**src/hw/rtl/sims_pkg.sv**
```systemverilog
// ----------------------------------------------------------------------------
// sims_pkg
// Shared types and constants for the sorted interval mask sweep block.
// ----------------------------------------------------------------------------
package sims_pkg;

    // fixed field widths
    localparam int CHROM_W  = 5;
    localparam int POS_W    = 32;
    localparam int SAMPLE_W = 3;
    localparam int MASK_W   = 8;
    localparam int ACT_W    = 4;

    localparam logic [ACT_W-1:0] ACT_RESET = 4'd8;

    // input item
    typedef struct packed {
        logic                req_type;
        logic [SAMPLE_W-1:0] sample;
        logic [CHROM_W-1:0]  chrom;
        logic [POS_W-1:0]    interval_start;
        logic [POS_W-1:0]    interval_stop;
        logic [POS_W-1:0]    query_pos;
    } t_in;

    // result item
    typedef struct packed {
        logic [MASK_W-1:0] hit_mask;
        logic              load_dropped;
    } t_out;

    typedef logic [MASK_W-1:0] t_mask;

    // command kinds
    typedef enum logic {
        CMD_LOAD  = 1'b0,
        CMD_QUERY = 1'b1
    } t_cmd_kind;

    // classified command handed from front to back
    typedef struct packed {
        t_cmd_kind           kind;
        logic                bad_sample;
        logic [SAMPLE_W-1:0] sample;
        logic [CHROM_W-1:0]  chrom;
        logic [POS_W-1:0]    start;
        logic [POS_W-1:0]    stop;
        logic [POS_W-1:0]    query_pos;
    } t_cmd;

    // interval store entry
    typedef struct packed {
        logic [CHROM_W-1:0] chrom;
        logic [POS_W-1:0]   start;
        logic [POS_W-1:0]   stop;
    } t_entry;

    // back-end sequencer states
    typedef enum logic [2:0] {
        BK_IDLE   = 3'd0,
        BK_PTR_RD = 3'd1,
        BK_PTR_EV = 3'd2,
        BK_DAT_RD = 3'd3,
        BK_DAT_EV = 3'd4
    } t_bk_state;

    // back-end status toward front and top
    typedef struct packed {
        logic pop;
        logic busy;
    } t_bk_sts;

endpackage

```
**src/hw/rtl/sims_front.sv**
```systemverilog
// ----------------------------------------------------------------------------
// sims_front
// Accepts input items, classifies them into commands and holds them in a
// two-entry command queue for the back end.
// ----------------------------------------------------------------------------
module sims_front #(
    parameter int NUM_SAMPLES = 8
) (
    input  logic              i_clk,
    input  logic              i_rst_n,
    input  logic              i_in_valid,
    input  sims_pkg::t_in     i_in_data,
    output logic              o_in_stall,
    output logic              o_cmd_valid,
    output sims_pkg::t_cmd    o_cmd,
    input  sims_pkg::t_bk_sts i_bk_sts
);
    import sims_pkg::*;

    localparam int QDEPTH = 2;

    t_cmd       r_q [QDEPTH];
    logic       r_wr_ptr, n_wr_ptr;
    logic       r_rd_ptr, n_rd_ptr;
    logic [1:0] r_count, n_count;
    t_cmd       w_cmd;
    logic       w_push;
    logic       w_pop;

    // classify the incoming item
    always_comb begin
        w_cmd = '0;
        case (i_in_data.req_type)
            1'b1:    w_cmd.kind = CMD_QUERY;
            default: w_cmd.kind = CMD_LOAD;
        endcase
        w_cmd.bad_sample = (w_cmd.kind == CMD_LOAD) &&
                           (32'(i_in_data.sample) >= 32'(NUM_SAMPLES));
        w_cmd.sample     = i_in_data.sample;
        w_cmd.chrom      = i_in_data.chrom;
        w_cmd.start      = i_in_data.interval_start;
        w_cmd.stop       = i_in_data.interval_stop;
        w_cmd.query_pos  = i_in_data.query_pos;
    end

    // queue handshake
    assign o_in_stall  = (r_count == 2'(QDEPTH));
    assign o_cmd_valid = (r_count != 2'd0);
    assign o_cmd       = r_q[r_rd_ptr];
    assign w_push      = i_in_valid && !o_in_stall;
    assign w_pop       = i_bk_sts.pop;

    // pointer and count update
    always_comb begin
        n_wr_ptr = w_push ? ~r_wr_ptr : r_wr_ptr;
        n_rd_ptr = w_pop ? ~r_rd_ptr : r_rd_ptr;
        n_count  = r_count + 2'(w_push) - 2'(w_pop);
    end

    always_ff @(posedge i_clk) begin
        if (!i_rst_n) begin
            r_wr_ptr <= 1'b0;
            r_rd_ptr <= 1'b0;
            r_count  <= 2'd0;
        end else begin
            r_wr_ptr <= n_wr_ptr;
            r_rd_ptr <= n_rd_ptr;
            r_count  <= n_count;
        end
    end

    // queue storage
    always_ff @(posedge i_clk) begin
        if (w_push) begin
            r_q[r_wr_ptr] <= w_cmd;
        end
    end

endmodule

```
**config.mk**
```make
export PLATFORM = sky130hd
export DESIGN_NAME = sims_front
export DESIGN_NICKNAME = d
export VERILOG_FILES = /design/src/hw/rtl/sims_pkg.sv /design/src/hw/rtl/sims_front.sv
export SDC_FILE = /design/constraint.sdc
export NUM_CORES = 1
export LEC_CHECK = 0
export ABC_AREA = 1
export BUFFER_PORTS_ARGS = -buffer_cell sky130_fd_sc_hd__buf_2
export CORE_MARGIN = 3
export CORE_UTILIZATION = 40
export DETAILED_ROUTE_END_ITERATION = 7
export GPL_ROUTABILITY_DRIVEN = 0
export PLACE_DENSITY_LB_ADDON = 0.15
export SLEW_MARGIN = 20
export SYNTH_ARGS = -nofsm -noshare
export SYNTH_HDL_FRONTEND = slang
export SYNTH_SLANG_ARGS = --single-unit
```
**constraint.sdc**
```tcl
create_clock -name i_clk -period 16.4 [get_ports i_clk]
set_input_delay 0.82 -clock i_clk [delete_from_list [all_inputs] [get_ports i_clk]]
set_output_delay 0.82 -clock i_clk [all_outputs]
set_load 0.01 [all_outputs]
```
After elaboration in Yosys (flattened, before gate mapping):

Memories as Yosys holds them, arrays and structs flattened. A register that Yosys moved wholly into a read port is not among the register bits.
Index checks and enable logic that the tools add are counted.

* bits in read-only memories: 0
* output and inout bits: 108
* register bits: 4
* bits of input ports: 110
* memories: 1
* latch bits: 0
* memory bits (writable): 210

Memories
* r_q: depth 2, bits a word 105, rd ports 1, clocked after memory_dff 1, wr ports 1, RTL line sims_front.sv:22 `t_cmd r_q [QDEPTH];`

* equal/unequal tests: 1
* $mul: 0
* mux-type cells: 5
* div/mod/pow operators: 0
* magnitude comparators: 0
* add/subtract/negate cells: 2
* bitwise gates (word level): 2
* reduce and logical (&&, ||, !) cells: 3
* shift operators: 0

Operator list (number)
* $mux 1: 5
* $add 2x1->2: 1
* $eq 2x2->1 const B: 1
* $not 1->1: 2
* $reduce_bool 2->1: 1
* $sub 2x1->2: 1
* $logic_and 1x1->1: 1
* $logic_not 1->1: 1

Logic depth before layout (Yosys ltp):

Gate-level depths: netlist of the first run.

* depth after elaboration: 5
* mapped depth: 11
* gate-level depth less buffers: 11

Worst setup path before layout of the first run:

OpenSTA, ideal clock, no wires.

* path type: input port to flip-flop
* start: input port i_in_valid
* end: memory r_q[0][0] (netlist name) (enable)
* buffers on the path: 0
* setup slack: 10.574 ns
* data arrival time: 5.257 ns
* stages on the path: 2
* cells stage by stage: nand2_1 nor2_1

* longest elaborated chain between the ends: 3

RTL lines
* from (decl): RTL line sims_front.sv:11 `input logic i_in_valid,`
* $logic_and 1x1->1: RTL line sims_front.sv:50 `assign w_push = i_in_valid && !o_in_stall;`
* $mux 1: RTL line sims_front.sv:74 `if (w_push) begin`
* $mux 1 (implied by the code): RTL line sims_front.sv:75 `r_q[r_wr_ptr] <= w_cmd;`
* to (decl): RTL line sims_front.sv:22

No other way between the ends.

==> run_summary.xml, run 1 <==
<?xml version="1.0" encoding="UTF-8"?>
<metrics>
  <group name="place">
    <metric name="dp_worst_setup_slack" unit="ns">13.21</metric>
    <metric name="place.detailed.hpwl" unit="mm">9.42</metric>
    <metric name="numPortBuffers" unit="">215</metric>
  </group>
  <group name="detailed_routing">
    <metric name="wire_per_inst" unit="um">16.9</metric>
    <metric name="number_of_design_rule_violations_left_by_the_first_detailed_router_iteration" unit="">147</metric>
    <metric name="post_drt_via_cell_ratio" unit="">4.60</metric>
    <metric name="ant_nets" unit="">0</metric>
    <metric name="detailroute.via_count" unit="">4017</metric>
    <metric name="drc_violation_count_after_routing" unit="">0</metric>
    <metric name="total_iterations_of_the_first_detailed_routing_run" unit="">4</metric>
    <metric name="total_wirelength_of_the_detailed_routed_design" unit="mm">14.8</metric>
  </group>
  <group name="flow_run">
    <metric name="maxCapViolations" unit="">0</metric>
  </group>
  <group name="clocking">
    <metric name="tritoncts" unit="">yes</metric>
    <metric name="worst_setup_hold_path_clk_slew" unit="ns">0.06</metric>
    <metric name="post_cts_resized" unit="">0</metric>
    <metric name="clock-sinks" unit="">215</metric>
    <metric name="cts-root-buf" unit="">sky130_fd_sc_hd__clkbuf_16</metric>
    <metric name="worstSkewPairLatency" unit="ns">0.49</metric>
    <metric name="post-cts-setup-buffer-count" unit="">0</metric>
    <metric name="cts_hold_buffers" unit="">0</metric>
    <metric name="numCtsBuffers" unit="">23</metric>
    <metric name="clock_tree.htree_level_count" unit="">1</metric>
    <metric name="clockBufferDepth" unit="">3</metric>
  </group>
  <group name="floorplan">
    <metric name="core_region_area" unit="um2">19700</metric>
    <metric name="floorplan.initialDensity" unit="">0.411</metric>
    <metric name="placement_rows" unit="">51</metric>
    <metric name="die_height" unit="um">148</metric>
    <metric name="die_w" unit="um">148</metric>
    <metric name="die_area" unit="um2">21900</metric>
    <metric name="ioPinCount" unit="">218</metric>
  </group>
  <group name="grt">
    <metric name="grt_overflow_total" unit="">0</metric>
    <metric name="gr_usage_total" unit="">0.131</metric>
    <metric name="grt_pass1_wl" unit="mm">22.8</metric>
    <metric name="grt_start_max_net_pins" unit="">69</metric>
    <metric name="initial_antenna_violation_count" unit="">1</metric>
    <metric name="number_of_global_route_vias_before_repair" unit="">4384</metric>
  </group>
  <group name="sta">
    <metric name="slew_headroom" unit="">0.320</metric>
    <metric name="post-route-worst-setup-slack" unit="ns">12.76</metric>
    <metric name="final-max-slew-violation-count" unit="">0</metric>
    <metric name="rsz0062_at_grt" unit="">no</metric>
    <metric name="tightest_slew" unit="ns">1.02</metric>
    <metric name="timing.final.hold_violations" unit="">0</metric>
    <metric name="max_freq" unit="GHz">0.275</metric>
    <metric name="final.min_clock_period" unit="ns">3.64</metric>
    <metric name="fin_crit_sh" unit="">0.222</metric>
    <metric name="timing.setup.tns" unit="ns">0</metric>
    <metric name="report.final.setup_viol" unit="">0</metric>
    <metric name="worst_clock_skew" unit="ns">0.0139</metric>
  </group>
  <group name="yosys">
    <metric name="synth_cell_type_count" unit="">16</metric>
    <metric name="synth_top_cells_by_area" unit="">sky130_fd_sc_hd__edfxtp_1 78%, sky130_fd_sc_hd__mux2_4 9.3%, sky130_fd_sc_hd__mux2_2 7.7%</metric>
    <metric name="synth.avg_cell_area" unit="um2">22.2</metric>
    <metric name="synthSimpleGateAreaFrac" unit="">0.00868</metric>
    <metric name="synth-seq-area-share" unit="">0.794</metric>
    <metric name="ys_ff_latch" unit="">215</metric>
    <metric name="synth_fa_ha_area_frac" unit="">0.00310</metric>
    <metric name="synthDominantAreaCellType" unit="">sky130_fd_sc_hd__edfxtp_1</metric>
    <metric name="xor_xnor_share_of_the_synthesized_area" unit="">0</metric>
    <metric name="mappedNetlistArea" unit="um2">8070</metric>
    <metric name="synth_compound_gate_area_share" unit="">0.00124</metric>
    <metric name="synthesis.nets" unit="">475</metric>
    <metric name="yosys-mux-area-fraction" unit="">0.170</metric>
    <metric name="synth_cells" unit="">363</metric>
    <metric name="synth_top_cell_area_share" unit="">0.781</metric>
    <metric name="synth-warning-count" unit="">0</metric>
    <metric name="synth_top_family_by_area" unit="">multiplexers</metric>
  </group>
  <group name="layout">
    <metric name="mostFrequentLayoutCell" unit="">sky130_fd_sc_hd__buf_2</metric>
    <metric name="filler_cell_count" unit="">1674</metric>
    <metric name="final_net_count" unit="">706</metric>
    <metric name="mostFrequentLayoutCells" unit="">215 x sky130_fd_sc_hd__buf_2, 210 x sky130_fd_sc_hd__edfxtp_1, 55 x sky130_fd_sc_hd__mux2_2</metric>
    <metric name="area_growth" unit="%">24.2</metric>
    <metric name="multi_input_area" unit="um2">1490</metric>
    <metric name="post_route_cells_drive_above_1_share" unit="">0.583</metric>
    <metric name="finalCoreUtilization" unit="">0.510</metric>
    <metric name="sequential_cell_area" unit="um2">6410</metric>
  </group>
  <group name="setup_path">
    <metric name="cpLargestDelayFamily" unit="">buffers and inverters</metric>
    <metric name="crit_arrival" unit="ns">2.82</metric>
    <metric name="slowest_delay" unit="ns">0.90</metric>
    <metric name="setup.worst_path.class" unit="">reg -&gt; out</metric>
    <metric name="crit_slowest_cell" unit="">sky130_fd_sc_hd__buf_4</metric>
    <metric name="worst_setup_path_end_kind" unit="">primary output</metric>
    <metric name="cp_data_required_time" unit="ns">15.58</metric>
    <metric name="critPathMaxFanout" unit="">68</metric>
    <metric name="critPathLaunchType" unit="">flip-flop</metric>
    <metric name="timing.critical_path.buf_inv" unit="">2</metric>
    <metric name="path_cells" unit="">buf_4 &gt; mux2_2 &gt; buf_2</metric>
  </group>
  <group name="outcome">
    <metric name="outcome" unit="">complete, no violations</metric>
  </group>
  <group name="hold_path">
    <metric name="worst_hold_path_type" unit="">reg -&gt; reg</metric>
  </group>
  <group name="power_and_ir_drop">
    <metric name="power_leakage" unit="uW">0.00387</metric>
    <metric name="max-vdd-ir-drop" unit="V">0.0000776</metric>
    <metric name="cellPowerDensity" unit="nW/um2">128</metric>
  </group>
</metrics>
-- final timing paths --
check	from	end	slack [ns]	depth (start not counted)
worst max-delay path	flip-flop	o_cmd[37]	12.76	3
worst min-delay path	r_rd_ptr	r_rd_ptr	0.50	2
worst max register to register	r_count[0]	r_q[1][33]	14.05	5
worst min register to register	r_rd_ptr	r_rd_ptr	0.50	2
-- logic make-up (layout without fill, tap and decap cells) --
logic type | count (synthesis) | after routing
AO/OA/AOI/OAI | 2 | 2
flip-flops | 215 | 215
buffers and inverters | 20 | 263
multiplexers | 105 | 105
adder cells (fa/ha/maj) | 2 | 2
other | 1 | 3
AND/OR/NAND/NOR | 18 | 18
-- state kept, by name, indices dropped and copies added, names as in the netlist, named ones only --
register  flops
r_q         210
r_count       2
r_rd_ptr      1
r_wr_ptr      1
-- area by class of cell --
type | instances | area share
tap | 265 | 0.0331
inverter | 7 | 0.00287
clock inverter | 7 | 0.00549
timing repair buffer | 219 | 0.110
antenna | 2 | 0.000499
clock buffer | 30 | 0.0600
sequential | 215 | 0.639
multi-input combinational | 128 | 0.148
-- tightest hold or removal path, cell delays in order, from the launching register on --
cell,delay [ns]
sky130_fd_sc_hd__dfxtp_1,0.33
sky130_fd_sc_hd__nor2_1,0.06
sky130_fd_sc_hd__nor2_1,0.08
-- where the power goes --
part / internal (uW) / leakage, uW / total, uW / switching [uW]
logic: 71.1 / 0.00155 / 151 / 80.0
registers: 658 / 0.00200 / 672 / 13.9
clock network: 271 / 0.000320 / 460 / 189
total: 1000 / 0.00387 / 1280 / 283
-- stage by stage --
step	instance area (um2)	power, uW	std cells	hold WS (ns)
after floorplan	8070	780	363	0.463
after global placement	9360	834	834	0.478
after detailed placement	9360	840	834	0.496
after CTS	10000	1310	871	0.487
after global routing	10000	1340	871	0.490
final	10000	1280	873	0.500
-- routing by layer --
metal	GRT usage	vias to the layer above	share of wire
li1	-	1879	-
met1	0.158	1932	0.39
met2	0.213	173	0.47
met3	0.0564	31	0.11
met4	0.0425	2	0.026
met5	0	-	0.00088
-- cells in the mapped netlist --
master                     number
sky130_fd_sc_hd__a21oi_1        2
sky130_fd_sc_hd__buf_12         5
sky130_fd_sc_hd__buf_2          5
sky130_fd_sc_hd__buf_4          1
sky130_fd_sc_hd__buf_6          1
sky130_fd_sc_hd__buf_8          1
sky130_fd_sc_hd__conb_1         1
sky130_fd_sc_hd__dfxtp_1        5
sky130_fd_sc_hd__edfxtp_1     210
sky130_fd_sc_hd__ha_1           2
sky130_fd_sc_hd__inv_1          7
sky130_fd_sc_hd__mux2_2        55
sky130_fd_sc_hd__mux2_4        50
sky130_fd_sc_hd__nand2_1       10
sky130_fd_sc_hd__nand3_1        2
sky130_fd_sc_hd__nor2_1         6
(Power assumes the default switching activity.)
==> run 2, diff against run 1 <==
clock period = 3.7 ns   (was 16.4 ns; I/O delays follow)
==> run 2 against run 1 <==
Non-clock buffer count up 111. Combinational power rose to 5.1 times the previous value. Largest power group unchanged. Clock skew up 0.0025 ns. Critical path depth unchanged.
==> run_summary.xml, run 2 (synthesis results as in run 1) <==
<?xml version="1.0" encoding="UTF-8"?>
<metrics>
  <group name="grt">
    <metric name="gr_usage_total" unit="">0.140</metric>
    <metric name="initial_antenna_violation_count" unit="">1</metric>
    <metric name="grt_pass1_wl" unit="mm">24.7</metric>
    <metric name="grt_overflow_total" unit="">0</metric>
    <metric name="number_of_global_route_vias_before_repair" unit="">4968</metric>
    <metric name="grt_start_max_net_pins" unit="">62</metric>
  </group>
  <group name="layout">
    <metric name="largest_reg_flops" unit="">210</metric>
    <metric name="area_growth" unit="%">39.8</metric>
    <metric name="largest_regs" unit="">r_q (210), r_count (2)</metric>
    <metric name="filler_cell_count" unit="">1542</metric>
    <metric name="mostFrequentLayoutCell" unit="">sky130_fd_sc_hd__buf_2</metric>
    <metric name="finalInstanceArea" unit="um2">11300</metric>
    <metric name="post_route_cells_drive_above_1_share" unit="">0.504</metric>
    <metric name="max_flop_register" unit="">r_q</metric>
    <metric name="antenna_fix_cells" unit="">0</metric>
    <metric name="mostFrequentLayoutCells" unit="">215 x sky130_fd_sc_hd__buf_2, 210 x sky130_fd_sc_hd__edfxtp_1, 108 x sky130_fd_sc_hd__dlygate4sd3_1</metric>
    <metric name="final_net_count" unit="">817</metric>
  </group>
  <group name="outcome">
    <metric name="outcome" unit="">complete, no violations</metric>
  </group>
  <group name="floorplan">
    <metric name="placement_rows" unit="">51</metric>
    <metric name="die_area" unit="um2">21900</metric>
    <metric name="die_height" unit="um">148</metric>
    <metric name="floorplan.initialDensity" unit="">0.411</metric>
    <metric name="core_region_area" unit="um2">19700</metric>
    <metric name="die_w" unit="um">148</metric>
    <metric name="ioPinCount" unit="">218</metric>
  </group>
  <group name="detailed_routing">
    <metric name="total_wirelength_of_the_detailed_routed_design" unit="mm">15.6</metric>
    <metric name="wire_per_inst" unit="um">15.9</metric>
    <metric name="detailroute.via_count" unit="">4454</metric>
    <metric name="post_drt_via_cell_ratio" unit="">4.51</metric>
    <metric name="ant_nets" unit="">0</metric>
    <metric name="drc_violation_count_after_routing" unit="">0</metric>
    <metric name="number_of_design_rule_violations_left_by_the_first_detailed_router_iteration" unit="">173</metric>
    <metric name="total_iterations_of_the_first_detailed_routing_run" unit="">5</metric>
  </group>
  <group name="setup_path">
    <metric name="critical_path.reg2reg.startpoint" unit="">r_count[0]</metric>
    <metric name="setup.worst_path.class" unit="">reg -&gt; out</metric>
    <metric name="worst_setup_path_end_kind" unit="">primary output</metric>
    <metric name="critPathMaxFanout" unit="">40</metric>
    <metric name="crit_arrival" unit="ns">2.33</metric>
    <metric name="cp_data_required_time" unit="ns">3.51</metric>
    <metric name="critPathLaunchType" unit="">flip-flop</metric>
  </group>
  <group name="clocking">
    <metric name="tritoncts" unit="">yes</metric>
    <metric name="clock_tree.htree_level_count" unit="">1</metric>
    <metric name="worstSkewPairLatency" unit="ns">0.51</metric>
    <metric name="worst_setup_hold_path_clk_slew" unit="ns">0.06</metric>
    <metric name="clockBufferDepth" unit="">3</metric>
    <metric name="numCtsBuffers" unit="">23</metric>
    <metric name="cts-root-buf" unit="">sky130_fd_sc_hd__clkbuf_16</metric>
    <metric name="clock-sinks" unit="">215</metric>
  </group>
  <group name="place">
    <metric name="place.detailed.hpwl" unit="mm">9.78</metric>
    <metric name="numPortBuffers" unit="">215</metric>
    <metric name="dpl_cell_area" unit="um2">9410</metric>
  </group>
  <group name="power_and_ir_drop">
    <metric name="power_leakage" unit="uW">0.00442</metric>
    <metric name="p_switching" unit="uW">1330</metric>
    <metric name="cellPowerDensity" unit="nW/um2">543</metric>
    <metric name="fin_total_pwr" unit="uW">6130</metric>
    <metric name="max-vdd-ir-drop" unit="V">0.000438</metric>
    <metric name="switching_share" unit="">0.217</metric>
    <metric name="pwr-share-clk" unit="">0.387</metric>
    <metric name="power.sequential.fraction" unit="">0.486</metric>
    <metric name="p_comb_frac" unit="">0.126</metric>
    <metric name="cellInternalPower" unit="uW">4800</metric>
  </group>
  <group name="sta">
    <metric name="timing.final.hold_violations" unit="">0</metric>
    <metric name="tightest_slew" unit="ns">0.798</metric>
    <metric name="final-max-slew-violation-count" unit="">0</metric>
    <metric name="slew_headroom" unit="">0.468</metric>
    <metric name="report.final.setup_viol" unit="">0</metric>
    <metric name="worst_clock_skew" unit="ns">0.0165</metric>
    <metric name="fin_crit_sh" unit="">0.679</metric>
    <metric name="max_freq" unit="GHz">0.398</metric>
    <metric name="rsz0062_at_grt" unit="">no</metric>
    <metric name="final.min_clock_period" unit="ns">2.51</metric>
    <metric name="timing.setup.tns" unit="ns">0</metric>
    <metric name="hold-worst-slack" unit="ns">0.397</metric>
  </group>
  <group name="hold_path">
    <metric name="hold_start" unit="">i_in_data[6]</metric>
    <metric name="worst_hold_path_type" unit="">in -&gt; reg</metric>
  </group>
  <group name="flow_run">
    <metric name="maxCapViolations" unit="">0</metric>
  </group>
</metrics>
==> run 2: final timing paths <==
path | to | slack, ns | cells after the start
worst max register to register | r_q[1][48] | 1.67 | 5
worst min-delay path | r_q[0][6] | 0.40 | 2
worst max-delay path | o_cmd[1] | 1.19 | 3
worst min register to register | flip-flop | 0.49 | 2
==> run 2: routing by layer <==
metal	GRT usage	wire length, um	part of all wire
met5	0	7	0.00045
met4	0.0397	313	0.020
met3	0.0484	1440	0.092
met2	0.241	7720	0.49
met1	0.169	6170	0.39
==> run 2: power groups by stage <==
stage / combinational (uW) / sequential (uW) / clock [uW]
2_1_floorplan: 432 / 3010 / 0
3_3_place_gp: 687 / 3020 / 0
3_5_place_dp: 696 / 3030 / 0
4_1_cts: 790 / 2980 / 2450
5_1_grt: 842 / 3000 / 2550
6_report: 774 / 2980 / 2370
==> run 2: worst max-delay path, stage by stage, from the launching register on <==
cell and delay, ns:
sky130_fd_sc_hd__dfxtp_4 0.80, sky130_fd_sc_hd__buf_4 0.46, sky130_fd_sc_hd__mux2_2 0.38, sky130_fd_sc_hd__buf_2 0.14
==> run 2: metrics by stage <==
step / cells / setup WS (ns) / util
global route: 987 / 1.08 / 0.574
global placement: 837 / 1.65 / 0.479
finish: 987 / 1.19 / 0.574
floorplan: 363 / 0.647 / -
detailed placement: 837 / 1.61 / 0.479
CTS: 987 / 1.14 / 0.574
==> run 2: area by class of cell <==
| class | count | area (um2) | share of cell area |
|---|---|---|---|
| clock buffer | 24 | 579 | 0.0513 |
| multi-input combinational | 128 | 1490 | 0.132 |
| clock inverter | 18 | 214 | 0.0190 |
| inverter | 7 | 28.8 | 0.00255 |
| sequential | 215 | 6410 | 0.568 |
| tap | 265 | 332 | 0.0294 |
| timing repair buffer | 330 | 2230 | 0.198 |
==> run 2: timing repair <==
| item | in CTS | in global routing |
|---|---|---|
| hold endpoints to repair | 215 | 0 |
| resized for setup | 0 | 0 |
| hold buffers | 108 | 0 |
| buffers inserted | 0 | 0 |
